[config.mk]
export PLATFORM = sky130hd
export DESIGN_NAME = cfl_tsl_queue
export DESIGN_NICKNAME = d
export VERILOG_FILES = /design/src/sv/cfl_tsl_pkg.sv /design/src/sv/cfl_tsl_queue.sv
export SDC_FILE = /design/constraint.sdc
export NUM_CORES = 1
export LEC_CHECK = 0
export BUFFER_PORTS_ARGS = -buffer_cell sky130_fd_sc_hd__buf_2
export CAP_MARGIN = 30
export CORE_UTILIZATION = 47
export DETAILED_ROUTE_END_ITERATION = 10
export PLACE_DENSITY_LB_ADDON = 0.2
export SETUP_SLACK_MARGIN = 0.1
export SYNTH_ARGS = -nofsm -noshare
export SYNTH_HDL_FRONTEND = slang
export SYNTH_SLANG_ARGS = --single-unit
export TNS_END_PERCENT = 10
[constraint.sdc]
create_clock -name i_clk -period 5.8 [get_ports i_clk]
set_clock_uncertainty 0.05 [all_clocks]
set_input_delay 0.87 -clock i_clk [delete_from_list [all_inputs] [get_ports i_clk]]
set_output_delay 0.87 -clock i_clk [all_outputs]
set_load 0.005 [all_outputs]
[src/sv/cfl_tsl_pkg.sv]
package cfl_tsl_pkg;

    localparam int unsigned WORD_W    = 32;
    localparam int unsigned CFG_IDX_W = 3;
    localparam int unsigned DIV_STEPS = 32;
    localparam int unsigned DIV_CNT_W = $clog2(DIV_STEPS);

    localparam logic [CFG_IDX_W-1:0] REG_COURANT  = 3'd0;
    localparam logic [CFG_IDX_W-1:0] REG_PREV     = 3'd1;
    localparam logic [CFG_IDX_W-1:0] REG_GROWTH   = 3'd2;
    localparam logic [CFG_IDX_W-1:0] REG_MIN_STEP = 3'd3;

    localparam logic [WORD_W-1:0] RST_COURANT  = 32'd65536;
    localparam logic [WORD_W-1:0] RST_PREV     = 32'd65536;
    localparam logic [WORD_W-1:0] RST_GROWTH   = 32'd72090;
    localparam logic [WORD_W-1:0] RST_MIN_STEP = 32'd0;

    localparam logic [WORD_W:0]   Q_ONE_MILLI = 33'd66;
    localparam logic [WORD_W-1:0] Q_TEN       = 32'd655360;

    typedef struct packed {
        logic signed [WORD_W-1:0] velocity;
        logic signed [WORD_W-1:0] celerity;
        logic        [WORD_W-1:0] cell_length;
        logic                     is_last;
    } t_in_beat;

    typedef struct packed {
        logic [WORD_W-1:0] cell_step;
        logic [WORD_W-1:0] next_step;
        logic              step_valid;
    } t_out_beat;

    typedef struct packed {
        logic [WORD_W-1:0] courant_number;
        logic [WORD_W-1:0] previous_step;
        logic [WORD_W-1:0] growth_factor;
        logic [WORD_W-1:0] minimum_step;
    } t_cfg;

    typedef struct packed {
        logic [2*WORD_W-1:0] num;
        logic [WORD_W:0]     speed;
        logic                is_last;
    } t_job;

endpackage

[src/sv/cfl_tsl_queue.sv]
module cfl_tsl_queue (
    input  logic              i_clk,
    input  logic              i_rst_n,
    input  logic              i_push,
    input  cfl_tsl_pkg::t_job i_job,
    output logic              o_full,
    input  logic              i_pop,
    output cfl_tsl_pkg::t_job o_job,
    output logic              o_empty
);
    import cfl_tsl_pkg::*;

    t_job       r_mem [2];
    logic       r_wp;
    logic       r_rp;
    logic [1:0] r_cnt;

    assign o_full  = (r_cnt == 2'd2);
    assign o_empty = (r_cnt == 2'd0);
    assign o_job   = r_mem[r_rp];

    always_ff @(posedge i_clk) begin
        if (!i_rst_n) begin
            r_wp  <= 1'b0;
            r_rp  <= 1'b0;
            r_cnt <= 2'd0;
        end else begin
            if (i_push) begin
                r_wp <= ~r_wp;
            end
            if (i_pop) begin
                r_rp <= ~r_rp;
            end
            if (i_push && !i_pop) begin
                r_cnt <= r_cnt + 2'd1;
            end else if (i_pop && !i_push) begin
                r_cnt <= r_cnt - 2'd1;
            end
        end
    end

    always_ff @(posedge i_clk) begin
        if (i_push) begin
            r_mem[r_wp] <= i_job;
        end
    end

endmodule

==> Yosys cells after proc, flatten, opt, wreduce, memory -nomap -nowiden <==
Memories as Yosys holds them, arrays and structs flattened. A register that Yosys moved wholly into a read port is not among the register bits.
Cells that the tools add are included.
{ "totals": {"register_bits": 4, "ram_bits": 196, "elab_cells": 21, "n_memories": 1} }
{ "memory_table": {"columns": ["memory", "depth", "word_bits", "rd", "rd_ports_with_merged_regs", "wr", "line", "text"], "rows": [
  ["r_mem", 2, 98, 1, 1, 1, "cfl_tsl_queue.sv:13", "t_job r_mem [2];"]
]} }
{ "op_classes": {"addsub": 2, "n_eq_ne": 1, "muxes": 6, "bitwise": 2, "n_reduce_logical": 6} }
{ "ops": {"columns": ["op", "count"], "rows": [
  ["$mux W1", 4],
  ["$mux W2", 2],
  ["$add A2 B1 Y2 const B", 1],
  ["$eq A2 B2 Y1 const B", 1],
  ["$logic_and A1 B1 Y1", 2],
  ["$logic_not A1 Y1", 2],
  ["$logic_not A2 Y1", 1],
  ["$not A1 Y1", 2],
  ["$reduce_bool A2 Y1", 1],
  ["$sub A2 B1 Y2 const B", 1]
]} }

==> Longest topological paths before layout <==
{ "depth": {"word_depth": 4, "depth_mapped": 5} }

==> Worst setup path before layout <==
Ideal clock, no wire load.
{ "synth_path": {"path_kind": "input to register", "from": "input port i_push", "to": "memory r_mem[0][0] in the netlist's numbering, enable pin", "arrival_time_ns": 5.168, "t_required_ns": 5.182, "slack_ns": 0.015, "stages": 1, "path_cell_list": "nor2b_1"} }
{ "synth_via": {"elab_chain_cells": 2} }
{ "synth_rtl": {"columns": ["item", "line", "text"], "rows": [
  ["start, declared", "cfl_tsl_queue.sv:4", "input logic i_push,"],
  ["$mux W1", "cfl_tsl_queue.sv:43", "if (i_push) begin"],
  ["$mux W1 (not written as such)", "cfl_tsl_queue.sv:44", "r_mem[r_wp] <= i_job;"],
  ["end, declared", "cfl_tsl_queue.sv:13", null]
]} }
Every way passes these cells.

==> flow_summary.ini <==
[critical_path]
crit_end = o_job[4]
r2r-end = r_mem[1][91]
end_kind = output port
path_class = register to output port
worstPathMaxFanout = 63
ff2ff_path_depth = 2
cp.required_ns = 4.88
cp_slowest_stage_delay_ns = 0.93
path_cells = buf_4 > mux2_2 > buf_2
start_kind = register
crit_path_top_delay_cell = dfxtp_4
worstPathArrival_ns = 2.58
reg2reg_from = r_wp
rrSetupSlack_ns = 3.68

[clock_network]
clk_latency_ns = 0.48
cts_tree = yes
postCtsSetupBuffers = 0
cts_root_buffer = clkbuf_16
htreeDepth = 1
cts_resized = 0
cts.sinks = 201
cts_inserted_buffers = 21
holdBufCountCts = 0
cts.clk_slew.worst_paths_ns = 0.06
clockBufferDepth = 3

[grt]
grt_first_pass_wirelength_um = 19300
grt_pass1_vias = 3763
groute.usage.overall_pct = 15.6
antenna_found_initial = 2
grt_start_max_net_pins = 64
overflow = 0

[sta]
whs_ns = 0.463
rsz0062_at_grt = no
hold_viol_final = 0
worst_pin_slew_ns = 0.891
setup_slack_ns = 2.30
fin_crit_ns = 3.50
slew_headroom_pct = 40.6
finalSetupViolCount = 0
timing.fmax_ghz = 0.286
tns_ns = 0
fin_crit_sh_pct = 60.4
final_max_slew_viol_count = 0

[layout]
fill_cells = 1155
multiInputGateArea_um2 = 1300
fin_util_pct = 60.7
final_nets = 647
final-instance-count-excl-fill = 770
final_cell_mix = buf_2, edfxtp_1, mux2_2, clkbuf_16, mux2_4
final_common_cell = buf_2
register_area_um2 = 5990
layout-drive-gt1-share_pct = 60.2
synthToLayoutAreaGrowth_pct = 25.9

[floorplan]
fp.dieArea_um2 = 16200
io-pin-count = 202
rows = 45
initial_utilization_pct = 48.2
die_h_um = 127
core-area_um2 = 15300
die_w_um = 127

[hold_path]
hold_depth = 2
hp-class = register to register

[route]
vias = 3698
via_per_inst = 4.80
finalWirelength_um = 13000
ant_nets = 0
drc = 0
avgRoutedWirePerCell_um = 16.9
detail_route.first_pass.iterations = 4
dr.first_iter.drc_count = 193

[place]
place.gp.congestion = 0.702
hpwl_um = 8590
dp.cells = 732
io_buffers = 201
dp_slack_ns = 2.75

[logic_synthesis]
synth_nets = 430
synthesis.area_um2 = 7360
yosysWarnings = 0
seq_area_frac_synth_pct = 81.3
netlist_instances = 327
syn_area_per_cell_um2 = 22.5
synthDistinctLibCells = 17
synth_seq_cells = 201

[job]
drv_cap = 0

[power_and_ir_drop]
irDropWorstVdd_uv = 379
power_density_nw_per_um2 = 354
p_leak_nw = 3.52

[outcome]
outcome = finished, final reports clean
[logic make-up after synthesis]
group,Yosys count,synth area share [%]
compound gates,3,0.272
xor+xnor,3,0.357
simple gates,9,0.731
mux,98,16.0
buf+inv,12,1.14
fa+ha+maj,1,0.170
flops,201,81.3
[report_power, final]
part,switching [mW],internal (mW),leakage [nW]
clock,0.504,0.785,0.326
combinational,0.122,0.158,1.31
sequential,0.0364,1.68,1.88
[worst min path at each step]
stage	from	to	slack [ns]
6_report	r_cnt[1]	r_cnt[1]	0.46
5_1_grt	i_job[19]	r_mem[0][19]	0.50
4_1_cts	r_cnt[1]	r_cnt[1]	0.47
3_5_place_dp	r_cnt[1]	r_cnt[1]	0.46
3_3_place_gp	r_cnt[1]	r_cnt[1]	0.43
2_1_floorplan	r_cnt[1]	r_cnt[1]	0.42
[state kept, by name, summed over array words and instances (netlist names), named ones only]
register,count
r_mem,196
r_wp,1
r_rp,1
r_cnt,2
[worst max-delay path, delay by kind of cell, from the launching register on]
family	cells	cell delay, ns
DFF	1	0.93
buffers and inverters	2	0.71
muxes	1	0.40
[layout make-up]
cell class,count,share of cell area [%]
Antenna cell,1,0.0270
Clock buffer,30,6.25
Clock inverter,7,0.986
Inverter,1,0.0405
Multi-Input combinational cell,114,14.0
Sequential cell,201,64.6
Tap cell,211,2.85
Timing Repair Buffer,205,11.2
[metrics by stage]
stage	cell area, µm²	total power [mW]
floorplan	7360	1.89
global placement	8590	2.02
detailed placement	8590	2.03
CTS	9270	3.33
global route	9270	3.40
finish	9270	3.28
[cells in the mapped netlist]
master | n | area, µm²
ha_1 | 1 | 12.5
dfxtp_1 | 5 | 100
nor2_1 | 1 | 3.75
a21boi_1 | 1 | 7.51
mux2_2 | 78 | 878
xnor2_1 | 1 | 8.76
inv_1 | 1 | 3.75
o21ai_0 | 1 | 5.00
and2_1 | 4 | 25.0
buf_2 | 7 | 35.0
or3_1 | 1 | 6.26
buf_6 | 4 | 45.0
mux2_4 | 20 | 300
edfxtp_1 | 196 | 5890
nor2b_1 | 3 | 18.8
xor2_1 | 2 | 17.5
o21a_1 | 1 | 7.51
[per-layer routing]
metal / up-vias / GRT usage [%] / routed length [µm]
met1: 1793 / 18.9 / 5200
met3: 20 / 6.62 / 1350
met5: - / 0.929 / 8
li1: 1730 / - / -
met4: 2 / 3.57 / 238
met2: 153 / 26.0 / 6230
Power figures use the tool's default switching activity.
