==> src/sv/cfl_tsl_pkg.sv <==
package cfl_tsl_pkg;

    localparam int unsigned WORD_W    = 32;
    localparam int unsigned CFG_IDX_W = 3;
    localparam int unsigned DIV_STEPS = 32;
    localparam int unsigned DIV_CNT_W = $clog2(DIV_STEPS);

    localparam logic [CFG_IDX_W-1:0] REG_COURANT  = 3'd0;
    localparam logic [CFG_IDX_W-1:0] REG_PREV     = 3'd1;
    localparam logic [CFG_IDX_W-1:0] REG_GROWTH   = 3'd2;
    localparam logic [CFG_IDX_W-1:0] REG_MIN_STEP = 3'd3;

    localparam logic [WORD_W-1:0] RST_COURANT  = 32'd65536;
    localparam logic [WORD_W-1:0] RST_PREV     = 32'd65536;
    localparam logic [WORD_W-1:0] RST_GROWTH   = 32'd72090;
    localparam logic [WORD_W-1:0] RST_MIN_STEP = 32'd0;

    localparam logic [WORD_W:0]   Q_ONE_MILLI = 33'd66;
    localparam logic [WORD_W-1:0] Q_TEN       = 32'd655360;

    typedef struct packed {
        logic signed [WORD_W-1:0] velocity;
        logic signed [WORD_W-1:0] celerity;
        logic        [WORD_W-1:0] cell_length;
        logic                     is_last;
    } t_in_beat;

    typedef struct packed {
        logic [WORD_W-1:0] cell_step;
        logic [WORD_W-1:0] next_step;
        logic              step_valid;
    } t_out_beat;

    typedef struct packed {
        logic [WORD_W-1:0] courant_number;
        logic [WORD_W-1:0] previous_step;
        logic [WORD_W-1:0] growth_factor;
        logic [WORD_W-1:0] minimum_step;
    } t_cfg;

    typedef struct packed {
        logic [2*WORD_W-1:0] num;
        logic [WORD_W:0]     speed;
        logic                is_last;
    } t_job;

endpackage

==> src/sv/cfl_tsl_front.sv <==
module cfl_tsl_front (
    input  logic                  i_clk,
    input  logic                  i_rst_n,
    input  cfl_tsl_pkg::t_cfg     i_cfg,
    input  logic                  i_in_valid,
    output logic                  o_in_stall,
    input  cfl_tsl_pkg::t_in_beat i_in_data,
    output logic                  o_push,
    output cfl_tsl_pkg::t_job     o_job,
    input  logic                  i_full
);
    import cfl_tsl_pkg::*;

    logic                 r_v;
    t_in_beat             r_in;
    logic signed [WORD_W:0] w_sum;
    logic signed [WORD_W:0] w_diff;
    logic [WORD_W:0]      w_mag_sum;
    logic [WORD_W:0]      w_mag_diff;
    logic [WORD_W:0]      w_speed;

    assign w_sum  = {r_in.velocity[WORD_W-1], r_in.velocity}
                  + {r_in.celerity[WORD_W-1], r_in.celerity};
    assign w_diff = {r_in.velocity[WORD_W-1], r_in.velocity}
                  - {r_in.celerity[WORD_W-1], r_in.celerity};

    assign w_mag_sum  = w_sum[WORD_W]  ? (~w_sum + 1'b1)  : w_sum;
    assign w_mag_diff = w_diff[WORD_W] ? (~w_diff + 1'b1) : w_diff;

    always_comb begin
        w_speed = (w_mag_sum > w_mag_diff) ? w_mag_sum : w_mag_diff;
        if (w_speed < Q_ONE_MILLI) begin
            w_speed = Q_ONE_MILLI;
        end
    end

    assign o_in_stall    = r_v && i_full;
    assign o_push        = r_v && !i_full;
    assign o_job.num     = {{WORD_W{1'b0}}, i_cfg.courant_number}
                         * {{WORD_W{1'b0}}, r_in.cell_length};
    assign o_job.speed   = w_speed;
    assign o_job.is_last = r_in.is_last;

    always_ff @(posedge i_clk) begin
        if (!i_rst_n) begin
            r_v <= 1'b0;
        end else if (i_in_valid && !o_in_stall) begin
            r_v <= 1'b1;
        end else if (o_push) begin
            r_v <= 1'b0;
        end
    end

    always_ff @(posedge i_clk) begin
        if (i_in_valid && !o_in_stall) begin
            r_in <= i_in_data;
        end
    end

endmodule

==> config.mk <==
export PLATFORM = sky130hd
export DESIGN_NAME = cfl_tsl_front
export DESIGN_NICKNAME = d
export VERILOG_FILES = /design/src/sv/cfl_tsl_pkg.sv /design/src/sv/cfl_tsl_front.sv
export SDC_FILE = /design/constraint.sdc
export NUM_CORES = 2
export LEC_CHECK = 0
export BUFFER_PORTS_ARGS = -buffer_cell sky130_fd_sc_hd__buf_4
export CAP_MARGIN = 0
export CORE_MARGIN = 10
export CORE_UTILIZATION = 60
export CTS_CLUSTER_DIAMETER = 150
export DETAILED_ROUTE_END_ITERATION = 12
export PLACE_DENSITY_LB_ADDON = 0.3
export SLEW_MARGIN = 10
export SYNTH_ARGS = -nofsm -noshare
export SYNTH_HDL_FRONTEND = slang
export SYNTH_SLANG_ARGS = --single-unit
==> constraint.sdc <==
create_clock -name i_clk -period 10.45 [get_ports i_clk]
set_clock_uncertainty 0.2 [all_clocks]
set_input_delay 0 -clock i_clk [delete_from_list [all_inputs] [get_ports i_clk]]
set_output_delay 0 -clock i_clk [all_outputs]
set_load 0.1 [all_outputs]
* After elaboration in Yosys (flattened, before gate mapping) *
Index checks and enable logic that the tools add are counted.

storage, ports and cells
  register bits = 98
  input bits = 229
  output and inout port bits = 100
  word-level logic and storage cells = 26

operators by class
  $add $sub $neg = 4
  multipliers = 1
  $lt $le $gt $ge = 2
  multiplexer cells = 6
  bitwise gates (word level) = 2
  reductions and logical operators = 6

operators by type and width
  operator                 count
  $mux W33                 4
  $add A33 B1 Y33 const B  2
  $not A33 Y33             2
  $mul A32 B32 Y64         1
  $add A32 B32 Y33         1
  $gt A33 B33 Y1           1
  $lt A33 B7 Y1 const B    1
  $sub A32 B32 Y33         1
  $logic_and A1 B1 Y1      3
  $logic_not A1 Y1         2
  $mux W1                  2
  $reduce_bool A2 Y1       1

* Longest topological paths before layout *
  word-level depth = 8
  depth in mapped cells = 31
  mapped depth without buffers = 30

* Worst setup path after synthesis *
No wires, ideal clock.

  kind = reg2out
  start point = register r_in[3] (netlist bit)
  end point = output o_job[96] (netlist bit)
  arrival = 10.449 ns
  data required time = 10.250 ns
  slack = -0.199 ns
  stages on the path, launching flop included = 31
  path buffers = 2
  path through = edfxtp_1 clkbuf_1 nand2_1 fa_1 inv_1 fa_1 inv_1 fa_1 inv_1 fa_1 inv_1 fa_1 inv_1 fa_1 fa_1 inv_1 fa_1 inv_1 ha_1 clkbuf_1 a21oi_1 o21ai_0 a21o_1 a21o_1 a21o_1 a41oi_1 o211a_1 o31ai_1 a221o_1 o31ai_1 o311ai_0

RTL lines
  item                    line                 RTL
  from (decl)             cfl_tsl_front.sv:15  t_in_beat r_in;
  from (signal assigned)  cfl_tsl_front.sv:56  r_in <= i_in_data;
  to (decl)               cfl_tsl_front.sv:9   output cfl_tsl_pkg::t_job o_job,

==> impl_metrics.json <==
{
  "status": "finished clean",
  "slew_violations": 0,
  "crit_required_ns": 10.25,
  "row_count": 98,
  "drv_cap": 0,
  "die_w_um": 289.1,
  "yosys.area.top_type_share": 0.4139,
  "critPathMaxFanout": 21,
  "path_class": "reg2out",
  "grt_start_max_net_pins": 53,
  "synth-compound-area-share": 0.09321,
  "fill_cells": 5873,
  "hold_viol": 0,
  "io_pins": 329,
  "fp.dieH_um": 289.1,
  "path_clk_slew_ns": 0.11,
  "ys_seq_area_frac": 0.06752,
  "track_usage": 0.3093,
  "synth_cell_types": 113,
  "post_cts_resized": 0,
  "core-area_um2": 71610,
  "fin_crit_sh": 0.9624,
  "clock_latency_ns": 0.40,
  "crit_path_end_kind": "output pin",
  "numCtsBuffers": 9,
  "synth_top_family_by_area": "adder cells",
  "synthMuxAreaShare": 0.003946,
  "post-cts-setup-buffers": 0,
  "viasPerCell": 5.832,
  "nets": 6622,
  "dieArea_um2": 83560,
  "slew_headroom": 0.1183,
  "yosys.area_share.simple": 0.1700,
  "crit_top_cell": "fa_1",
  "grt_pass1_vias": 37170,
  "drc": 0,
  "synth_area_um2": 43440,
  "finalSetupTns_ns": 0,
  "wl_per_cell_um": 20.65,
  "antenna_found_initial": 8,
  "hpwl_mm": 97.75,
  "firstDrtPassIters": 6,
  "htree_levels": 3,
  "drive_above_1_share": 0.07337,
  "syn-num-nets": 6475,
  "min_path_type": "in2reg",
  "final_cell_mix": "inv_1 (1063), fa_1 (898), nand2_1 (856), ha_1 (362), buf_4 (290)",
  "tightest_slew_ns": 1.323,
  "finalCriticalPeriod_ns": 10.06,
  "fmax_mhz": 99.43,
  "clockRootBuffer": "clkbuf_16",
  "syn_avg_cell_area_um2": 8.712,
  "yosys.area_share.adder": 0.5181,
  "arrival_ns": 9.86,
  "drt-initial-drc-count": 2926,
  "synth_top_flop_cell": "edfxtp_1",
  "yosysTopAreaCell": "fa_1",
  "antenna_left": 0,
  "cpPeakStageDelay_ns": 1.24,
  "cp-start-kind": "register",
  "synth_cells": 4986,
  "via_count": 35550,
  "tritoncts": "done",
  "syn_to_final_growth_pct": 8.397,
  "clock_sinks": 98,
  "synth-xor-area-share": 0.03102,
  "cts_buffer_depth": 2,
  "mostFrequentLayoutCell": "inv_1",
  "portBuffers": 232,
  "holdBufCountCts": 99,
  "rsz0062_at_grt": "no",
  "async_flop_share": 0,
  "grt_pass1_wl_mm": 202.1,
  "hold_ws_ns": 0.09528,
  "cpMaxStageDelayCell": "edfxtp_1",
  "wl_mm": 125.9,
  "synth-edff-count": 97,
  "synthTopCellsByArea": "fa_1 (41%), ha_1 (10%), inv_1 (9.2%)",
  "ys_ff_latch": 98,
  "setup_viol": 0,
  "yosysWarnings": 0,
  "finalWeightedCongestion": 0.9563,
  "initial_core_util": 0.6066,
  "overflow": 0
}
[synthesized netlist by cell type, drive strengths merged, types with 18 or more instances]
| cell | instances |
|---|---|
| nand4 | 26 |
| buf | 31 |
| nor2 | 132 |
| a21oi | 172 |
| a21o | 70 |
| nor3 | 61 |
| nand3 | 44 |
| nand2 | 856 |
| o21ai | 87 |
| o21a | 23 |
| o211ai | 20 |
| nor4 | 18 |
| xnor2 | 116 |
| or3 | 20 |
| edfxtp | 97 |
| and3 | 34 |
| fa | 898 |
| inv | 1064 |
| nand2b | 20 |
| nor2b | 19 |
| clkbuf | 222 |
| xor2 | 37 |
| o31ai | 22 |
| a31oi | 34 |
| ha | 362 |
| and2 | 273 |
[stage by stage]
step / area, um2 / util / instances / worst slack [ns]
3_5_place_dp: 45770 / 0.6392 / 5973 / 1.058
5_1_grt: 47080 / 0.6575 / 6095 / 0.2260
3_3_place_gp: 45770 / 0.6392 / 5973 / 1.051
2_1_floorplan: 43440 / - / 4986 / 0.8405
4_1_cts: 47070 / 0.6573 / 6088 / 0.5447
6_report: 47080 / 0.6575 / 6095 / 0.3926
[registers in the layout, summed over array words and instances, names as in the netlist]
signal / cells
r_in: 96
o_job: 1
r_v: 1
[final cells by class]
class / count / area (um2) / area share
Antenna cell: 7 / 17.52 / 0.0003720
Clock buffer: 9 / 225.2 / 0.004783
Clock inverter: 7 / 78.83 / 0.001674
Inverter: 1066 / 4004 / 0.08504
Multi-Input combinational cell: 3569 / 35470 / 0.7533
Sequential cell: 98 / 2933 / 0.06229
Tap cell: 950 / 1189 / 0.02525
Timing Repair Buffer: 389 / 3168 / 0.06728
[worst max-delay path, delay by kind of cell, from the launching register on]
family          cells  cell delay (ns)
simple gates        2             0.23
fa+ha+maj           9             4.37
flops               1             1.24
compound gates      8             2.54
buf+inv             6             1.05
[cell families after synthesis]
group | count (synthesis)
adder cells (fa/ha/maj) | 1260
AO/OA/AOI/OAI | 578
AND/OR/NAND/NOR | 1561
multiplexers | 17
buffers and inverters | 1319
XOR/XNOR | 153
flip-flops | 98
[worst paths after layout]
kind	from	end	slack, ns	depth (start not counted)
setup / recovery	r_in[20]	o_job[96]	0.39	25
hold reg to reg	r_v	r_in[72]	1.00	3
hold / removal	i_in_data[31]	r_in[31]	0.1	2
setup reg to reg	r_v	r_in[9]	7.86	4
[metal layers]
metal / track usage / wire length, um / part of all wire
met4: 0.1207 / 5252 / 0.042
met2: 0.4979 / 58860 / 0.47
met3: 0.06064 / 12930 / 0.10
met5: 0 / 0 / 0
met1: 0.4099 / 48840 / 0.39
Power is not shown: default switching activity piles up to over one toggle a cycle in this logic, so the estimate is an artifact.
