==> src/sv/cfl_tsl_pkg.sv <==
package cfl_tsl_pkg;

    localparam int unsigned WORD_W    = 32;
    localparam int unsigned CFG_IDX_W = 3;
    localparam int unsigned DIV_STEPS = 32;
    localparam int unsigned DIV_CNT_W = $clog2(DIV_STEPS);

    localparam logic [CFG_IDX_W-1:0] REG_COURANT  = 3'd0;
    localparam logic [CFG_IDX_W-1:0] REG_PREV     = 3'd1;
    localparam logic [CFG_IDX_W-1:0] REG_GROWTH   = 3'd2;
    localparam logic [CFG_IDX_W-1:0] REG_MIN_STEP = 3'd3;

    localparam logic [WORD_W-1:0] RST_COURANT  = 32'd65536;
    localparam logic [WORD_W-1:0] RST_PREV     = 32'd65536;
    localparam logic [WORD_W-1:0] RST_GROWTH   = 32'd72090;
    localparam logic [WORD_W-1:0] RST_MIN_STEP = 32'd0;

    localparam logic [WORD_W:0]   Q_ONE_MILLI = 33'd66;
    localparam logic [WORD_W-1:0] Q_TEN       = 32'd655360;

    typedef struct packed {
        logic signed [WORD_W-1:0] velocity;
        logic signed [WORD_W-1:0] celerity;
        logic        [WORD_W-1:0] cell_length;
        logic                     is_last;
    } t_in_beat;

    typedef struct packed {
        logic [WORD_W-1:0] cell_step;
        logic [WORD_W-1:0] next_step;
        logic              step_valid;
    } t_out_beat;

    typedef struct packed {
        logic [WORD_W-1:0] courant_number;
        logic [WORD_W-1:0] previous_step;
        logic [WORD_W-1:0] growth_factor;
        logic [WORD_W-1:0] minimum_step;
    } t_cfg;

    typedef struct packed {
        logic [2*WORD_W-1:0] num;
        logic [WORD_W:0]     speed;
        logic                is_last;
    } t_job;

endpackage

==> src/sv/cfl_tsl_back.sv <==
module cfl_tsl_back (
    input  logic                   i_clk,
    input  logic                   i_rst_n,
    input  cfl_tsl_pkg::t_cfg      i_cfg,
    input  logic                   i_empty,
    input  cfl_tsl_pkg::t_job      i_job,
    output logic                   o_pop,
    output logic                   o_out_valid,
    input  logic                   i_out_stall,
    output cfl_tsl_pkg::t_out_beat o_out_data
);
    import cfl_tsl_pkg::*;

    typedef enum logic [1:0] {
        S_IDLE,
        S_DIV,
        S_FIN
    } t_state;

    t_state              r_state;
    logic [DIV_CNT_W-1:0] r_cnt;
    logic [WORD_W:0]     r_rem;
    logic [WORD_W-1:0]   r_quo;
    logic [WORD_W:0]     r_speed;
    logic                r_last;
    logic [WORD_W-1:0]   r_min;
    logic                r_start;
    logic [WORD_W-1:0]   r_cap;
    logic [WORD_W-1:0]   r_limit;
    logic                r_out_valid;
    t_out_beat           r_out;

    logic [WORD_W+1:0]   w_trial;
    logic                w_ge;
    logic [WORD_W:0]     n_rem;
    logic                w_sat;
    logic                w_take_ok;
    logic [WORD_W-1:0]   w_min;
    logic [WORD_W-1:0]   w_dt_lim;
    logic [WORD_W-1:0]   w_dt_floor;
    logic [WORD_W-1:0]   w_dt;
    logic [2*WORD_W-1:0] w_prod;
    logic [WORD_W:0]     w_lsum;

    assign w_trial = {r_rem, r_quo[WORD_W-1]};
    assign w_ge    = (w_trial >= {1'b0, r_speed});
    assign n_rem   = w_ge ? (WORD_W+1)'(w_trial - {1'b0, r_speed}) : w_trial[WORD_W:0];
    assign w_sat   = ({1'b0, i_job.num[2*WORD_W-1:WORD_W]} >= i_job.speed);

    assign w_prod = {{WORD_W{1'b0}}, i_cfg.previous_step}
                  * {{WORD_W{1'b0}}, i_cfg.growth_factor};
    assign w_lsum = {1'b0, i_cfg.previous_step} + {1'b0, Q_TEN};

    assign w_min      = (r_start || (r_quo < r_min)) ? r_quo : r_min;
    assign w_dt_lim   = (w_min < r_limit) ? w_min : r_limit;
    assign w_dt_floor = (w_dt_lim < i_cfg.minimum_step) ? i_cfg.minimum_step : w_dt_lim;
    assign w_dt       = (r_cap < w_dt_floor) ? r_cap : w_dt_floor;

    assign w_take_ok   = !r_out_valid || !i_out_stall;
    assign o_pop       = (r_state == S_IDLE) && !i_empty;
    assign o_out_valid = r_out_valid;
    assign o_out_data  = r_out;

    always_ff @(posedge i_clk) begin
        if (!i_rst_n) begin
            r_state     <= S_IDLE;
            r_out_valid <= 1'b0;
            r_start     <= 1'b1;
        end else begin
            r_cap   <= (|w_prod[2*WORD_W-1:WORD_W+16]) ? '1 : w_prod[WORD_W+15:16];
            r_limit <= w_lsum[WORD_W] ? '1 : w_lsum[WORD_W-1:0];
            if (r_out_valid && !i_out_stall && (r_state != S_FIN)) begin
                r_out_valid <= 1'b0;
            end
            unique case (r_state)
                S_IDLE: begin
                    if (!i_empty) begin
                        r_rem   <= {1'b0, i_job.num[2*WORD_W-1:WORD_W]};
                        r_speed <= i_job.speed;
                        r_last  <= i_job.is_last;
                        r_cnt   <= DIV_CNT_W'(DIV_STEPS - 1);
                        if (w_sat) begin
                            r_quo   <= '1;
                            r_state <= S_FIN;
                        end else begin
                            r_quo   <= i_job.num[WORD_W-1:0];
                            r_state <= S_DIV;
                        end
                    end
                end
                S_DIV: begin
                    r_rem <= n_rem;
                    r_quo <= {r_quo[WORD_W-2:0], w_ge};
                    if (r_cnt == '0) begin
                        r_state <= S_FIN;
                    end else begin
                        r_cnt <= r_cnt - 1'b1;
                    end
                end
                S_FIN: begin
                    if (w_take_ok) begin
                        r_out_valid      <= 1'b1;
                        r_out.cell_step  <= r_quo;
                        r_out.next_step  <= r_last ? w_dt : '0;
                        r_out.step_valid <= r_last;
                        r_min            <= w_min;
                        r_start          <= r_last;
                        r_state          <= S_IDLE;
                    end
                end
                default: begin
                    r_state <= S_IDLE;
                end
            endcase
        end
    end

endmodule

==> config.mk <==
export PLATFORM = sky130hd
export DESIGN_NAME = cfl_tsl_back
export DESIGN_NICKNAME = d
export VERILOG_FILES = /design/src/sv/cfl_tsl_pkg.sv /design/src/sv/cfl_tsl_back.sv
export SDC_FILE = /design/constraint.sdc
export NUM_CORES = 2
export LEC_CHECK = 0
export ABC_AREA = 1
export BUFFER_PORTS_ARGS = -buffer_cell sky130_fd_sc_hd__buf_4
export CAP_MARGIN = 15
export CELL_PAD_IN_SITES_DETAIL_PLACEMENT = 2
export CELL_PAD_IN_SITES_GLOBAL_PLACEMENT = 2
export CORE_ASPECT_RATIO = 0.7
export CORE_UTILIZATION = 25
export CTS_CLUSTER_DIAMETER = 60
export DETAILED_ROUTE_END_ITERATION = 16
export PLACE_DENSITY = 0.7
export SYNTH_ARGS = -nofsm -noshare
export SYNTH_HDL_FRONTEND = slang
export SYNTH_SLANG_ARGS = --single-unit
==> constraint.sdc <==
create_clock -name i_clk -period 8.9 [get_ports i_clk]
set_input_delay 0.89 -clock i_clk [delete_from_list [all_inputs] [get_ports i_clk]]
set_output_delay 0.89 -clock i_clk [all_outputs]
set_load 0.01 [all_outputs]
; ---- Word level (Yosys, flattened, before mapping)
; Cells that the tools add are included.
; W data, S select, Z words.
[word_totals]
register_bits = 269
inputBits = 230
out_inout_bits = 67
[op_classes]
add_sub_neg = 3
multipliers = 1
n_lt_le_gt_ge = 6
n_eq_ne = 7
muxes = 21
bitwise_logic = 1
n_reduce_logical = 18
[ops]
columns = op, count
row1 = $mux W32, 6
row2 = $lt A32 B32 Y1, 4
row3 = $mux W33, 2
row4 = $pmux W33 S2, 1
row5 = $mul A32 B32 Y64, 1
row6 = $pmux W32 S2, 1
row7 = $ge A34 B33 Y1, 1
row8 = $add A32 B20 Y33 const B, 1
row9 = $ge A32 B33 Y1, 1
row10 = $sub A33 B33 Y33, 1
row11 = $reduce_or A16 Y1, 1
row12 = $reduce_and A3 Y1, 4
row13 = $mux W5, 2
row14 = $ne A2 B2 Y1 const B, 5
row15 = $pmux W5 S2, 1
row16 = $mux W2, 4
row17 = $pmux W2 S3, 1
row18 = $logic_not A5 Y1, 1
row19 = $sub A5 B1 Y5 const B, 1
row20 = $reduce_and A4 Y1, 1
row21 = $logic_and A1 B1 Y1, 3
row22 = $logic_not A1 Y1, 3
row23 = $mux W1, 3
row24 = $eq A2 B1 Y1 const B, 1
row25 = other kinds (6), 7

; ---- Logic depth before layout (Yosys ltp)
[depth]
ltp_word = 9
ltp_mapped = 60
mapped_depth_nobuf = 56

; ---- Worst setup path before layout
; Ideal clock, no wire load.
[synth_timing]
kind = input -> register
from = input port i_cfg[83] in the netlist's numbering
to = register r_cap[21], data pin
setup_ns = 0.261
arrival_time_ns = 8.484
setup_slack_ns = 0.155
path_stages = 39
n_path_buf = 4
path_cell_list = clkbuf_1 > clkbuf_1 > nand2_1 > fa_1 > inv_1 > fa_1 > inv_1 > fa_1 > inv_1 > fa_1 > inv_1 > fa_1 > inv_1 > fa_1 > fa_1 > inv_1 > fa_1 > inv_1 > [... 3 more ...] > a221oi_1 > o221ai_1 > a21oi_1 > inv_1 > a21oi_1 > inv_1 > nand3_1 > o2111ai_1 > nand3_1 > o211ai_1 > nand4_1 > nand3_1 > xor2_1 > nor4_1 > and2_1 > buf_4 > buf_6 > nand3b_1
[synth_between]
elab_chain_cells = 2
[synth_rtl]
columns = item, line_no
row1 = from (decl), cfl_tsl_back.sv:4  ; input cfl_tsl_pkg::t_cfg i_cfg,
row2 = $mul A32 B32 Y64 *, cfl_tsl_back.sv:51  ; * {{WORD_W{1'b0}}, i_cfg.growth_factor};
row3 = $reduce_or A16 Y1, cfl_tsl_back.sv:70  ; r_cap <= (|w_prod[2*WORD_W-1:WORD_W+16]) ? '1 : w_prod[WORD_W+15:16];
row4 = to (signal assigned), cfl_tsl_back.sv:70
row5 = to (decl), cfl_tsl_back.sv:28  ; logic [WORD_W-1:0] r_cap;
; Every way passes the cells marked *; elsewhere a longest branch is shown, timed or not.
; A chain may end at the register's enable or synchronous reset.

; ---- Worst setup path after layout
[layout_timing]
from = input port i_cfg[34] in the netlist's numbering
to = register r_cap[20], data pin
; The elaborated chain is that of the path after synthesis.

==> flow_metrics.tcl <==
set metrics [dict create \
    drt_iter0_drc 1800 \
    antenna_left 0 \
    hold_path_class "in2reg" \
    hold_viol_final 0 \
    tightest_slew_ns 0.985 \
    ys_types 50 \
    timing.rr.start "r_quo[15]" \
    die_w_um 539 \
    min_path_cells 1 \
    clk_latency_ns 0.59 \
    placed_area_um2 58100 \
    grt_remaining_overflow 0 \
    drv_slew 0 \
    die-area_um2 203000 \
    postCtsHoldBufs 0 \
    grt_max_degree 64 \
    place.gp.congestion 0.849 \
    wl_per_cell_um 20.6 \
    worstSetupStartpointType "input pin" \
    grt_usage_pct 18.6 \
    r2r_slack_ns 0.43 \
    grt_pass1_vias 48600 \
    critPathArrivalTime_ns 9.02 \
    synth.area.top_cells "fa_1 36%, edfxtp_1 16%, inv_1 13%" \
    grt_pass1_wl_mm 292 \
    antenna_found_initial 14 \
    synth-edff-count 265 \
    finalWorstSetupSlack_ns 0.209 \
    worst-setup-path-type "in2reg" \
    area_growth_pct 19.3 \
    synth_area_um2 50400 \
    r2r-end "o_out_data[8]" \
    synth.avg_cell_area_um2 8.20 \
    place_worst_setup_slack_ns -0.864 \
    post-route-drc-count 0 \
    portBuffers 264 \
    final_nets 8169 \
    ios 297 \
    fin_util_pct 30.1 \
    dominantRegCellSynth "edfxtp_1" \
    coreArea_um2 200000 \
    synth_fp_nets 7721 \
    worstSetupEndpointType "register" \
    via_per_inst 4.51 \
    drt-total-wl_mm 191 \
    synth_top_area_cell "fa_1" \
    period_minus_slack_ns 8.69 \
    rows 137 \
    hp-start "i_job[29]" \
    cts_buffers 27 \
    fin_crit_sh_pct 97.6 \
    synth_top_area_share_pct 35.6 \
    ys_seq_elements 269 \
    h-tree-depth 1 \
    synthCells 6144 \
    skew_ns 0.0342 \
    die_y_um 378 \
    finalSetupViolations 0 \
    cts_root_buf "clkbuf_16" \
    layout_commonest_cell "inv_1" \
    crit_fanout 11 \
    synthArstFlopShare_pct 0 \
    clk_pin_slew_ns 0.07 \
    relSlewSlack_pct 34.3 \
    hold_path_end "r_speed[28]" \
    final_cell_mix "1732 x inv_1, 1486 x nand2_1, 888 x fa_1, 607 x buf_4, 444 x ha_1" \
    drive_above_1_share_pct 12.9 \
    ctsLongestPathBuffers 3 \
    drtPass1Iterations 5 \
    cp.required_ns 9.23 \
    drv_cap 0 \
    cts.sink_count 269 \
    critPathSlowestCell "fa_1" \
    cts_tree "built" \
    initial_utilization_pct 25.2 \
    vias 41800 \
    cpPeakStageDelay_ns 0.57 \
    fmax_mhz 115 \
    ys_seq_area_share_pct 16.0 \
    final_area_um2 60100 \
    dpl.hpwl_mm 161 \
    status "finished clean" \
    hold_slack_ns 0.495 \
    ys.warnings.count 0 \
    rr_worst_depth 44 \
]
-- cell usage after synthesis, types with 16 or more instances --
| master | count |
|---|---|
| a21oi_1 | 263 |
| a31oi_1 | 17 |
| clkbuf_1 | 257 |
| edfxtp_1 | 265 |
| fa_1 | 896 |
| ha_1 | 451 |
| inv_1 | 1733 |
| nand2_1 | 1494 |
| nand3_1 | 97 |
| nand4_1 | 19 |
| nor2_1 | 214 |
| nor3_1 | 16 |
| o211ai_1 | 22 |
| o21ai_0 | 162 |
| xnor2_1 | 35 |
| xor2_1 | 50 |
-- cell families after synthesis --
logic type / count (synthesis) / share of synthesized area [%]
adders and majority gates: 1347 / 46.8
and+or+nand+nor: 1878 / 14.6
AOI/OAI and AO/OA: 535 / 5.88
buffers and inverters: 2030 / 15.3
DFF: 269 / 16.0
xor gates and xnor gates: 85 / 1.48
-- repair_timing --
item / CTS / global route
pin swaps: 1 / 49
setup endpoints to repair: 50 / 64
gates cloned: 2 / 5
buffers inserted: 0 / 15
resized for setup: 21 / 186
-- stage by stage --
step           setup TNS (ns)  std cells
3_5_place_dp           -26.81       9183
4_1_cts                     0       9235
6_report                    0       9261
2_1_floorplan               0       6144
3_3_place_gp           -25.16       9183
5_1_grt                 -2.99       9260
-- flip-flops by register name, summed over array words and instances (netlist names), 2 cells and up --
register	count
r_limit	32
r_state	2
r_min	32
r_cap	32
o_out_data	65
r_cnt	5
r_rem	33
r_speed	33
r_quo	32
-- final cells by class --
type | instances | area [um^2]
antenna | 7 | 17.5
timing repair buffer | 709 | 6240
fill | 22700 | 140000
clock buffer | 28 | 679
inverter | 1740 | 6540
sequential | 269 | 8040
multi-input combinational | 3845 | 35100
tap | 2641 | 3300
clock inverter | 22 | 205
-- critical path, delay by kind of cell --
family / cells / cell delay, ns
fa+ha+maj: 9 / 4.35
buf+inv: 16 / 1.59
simple gates: 10 / 1.31
compound gates: 5 / 0.77
xor+xnor: 1 / 0.08
-- metal layers --
| layer | part of all wire (%) | GRT usage [%] | up-vias | wire length (um) |
|---|---|---|---|---|
| met3 | 3.0 | 1.52 | 133 | 5800 |
| met1 | 47 | 25.9 | 22200 | 90400 |
| met4 | 1.7 | 3.03 | 2 | 3260 |
| li1 | - | - | 18900 | - |
| met5 | 0.0058 | 0 | - | 11 |
| met2 | 48 | 31.9 | 513 | 91500 |
-- worst max-delay path by stage --
stage                    from             end  slack, ns  cells past startpoint
floorplan           i_cfg[83]       r_cap[21]       0.15                     39
CTS                 i_cfg[35]       r_cap[21]      0.001                     44
finish              i_cfg[34]       r_cap[20]       0.21                     41
global placement    i_cfg[76]        r_cap[4]      -0.80                     38
detailed placement  i_cfg[76]        r_cap[3]      -0.86                     38
global route        r_quo[15]  o_out_data[11]      -0.14                     49
Power is left out: the tool's default activity adds up to more than one toggle a clock period on the data nets, which glitch-free logic cannot reach.
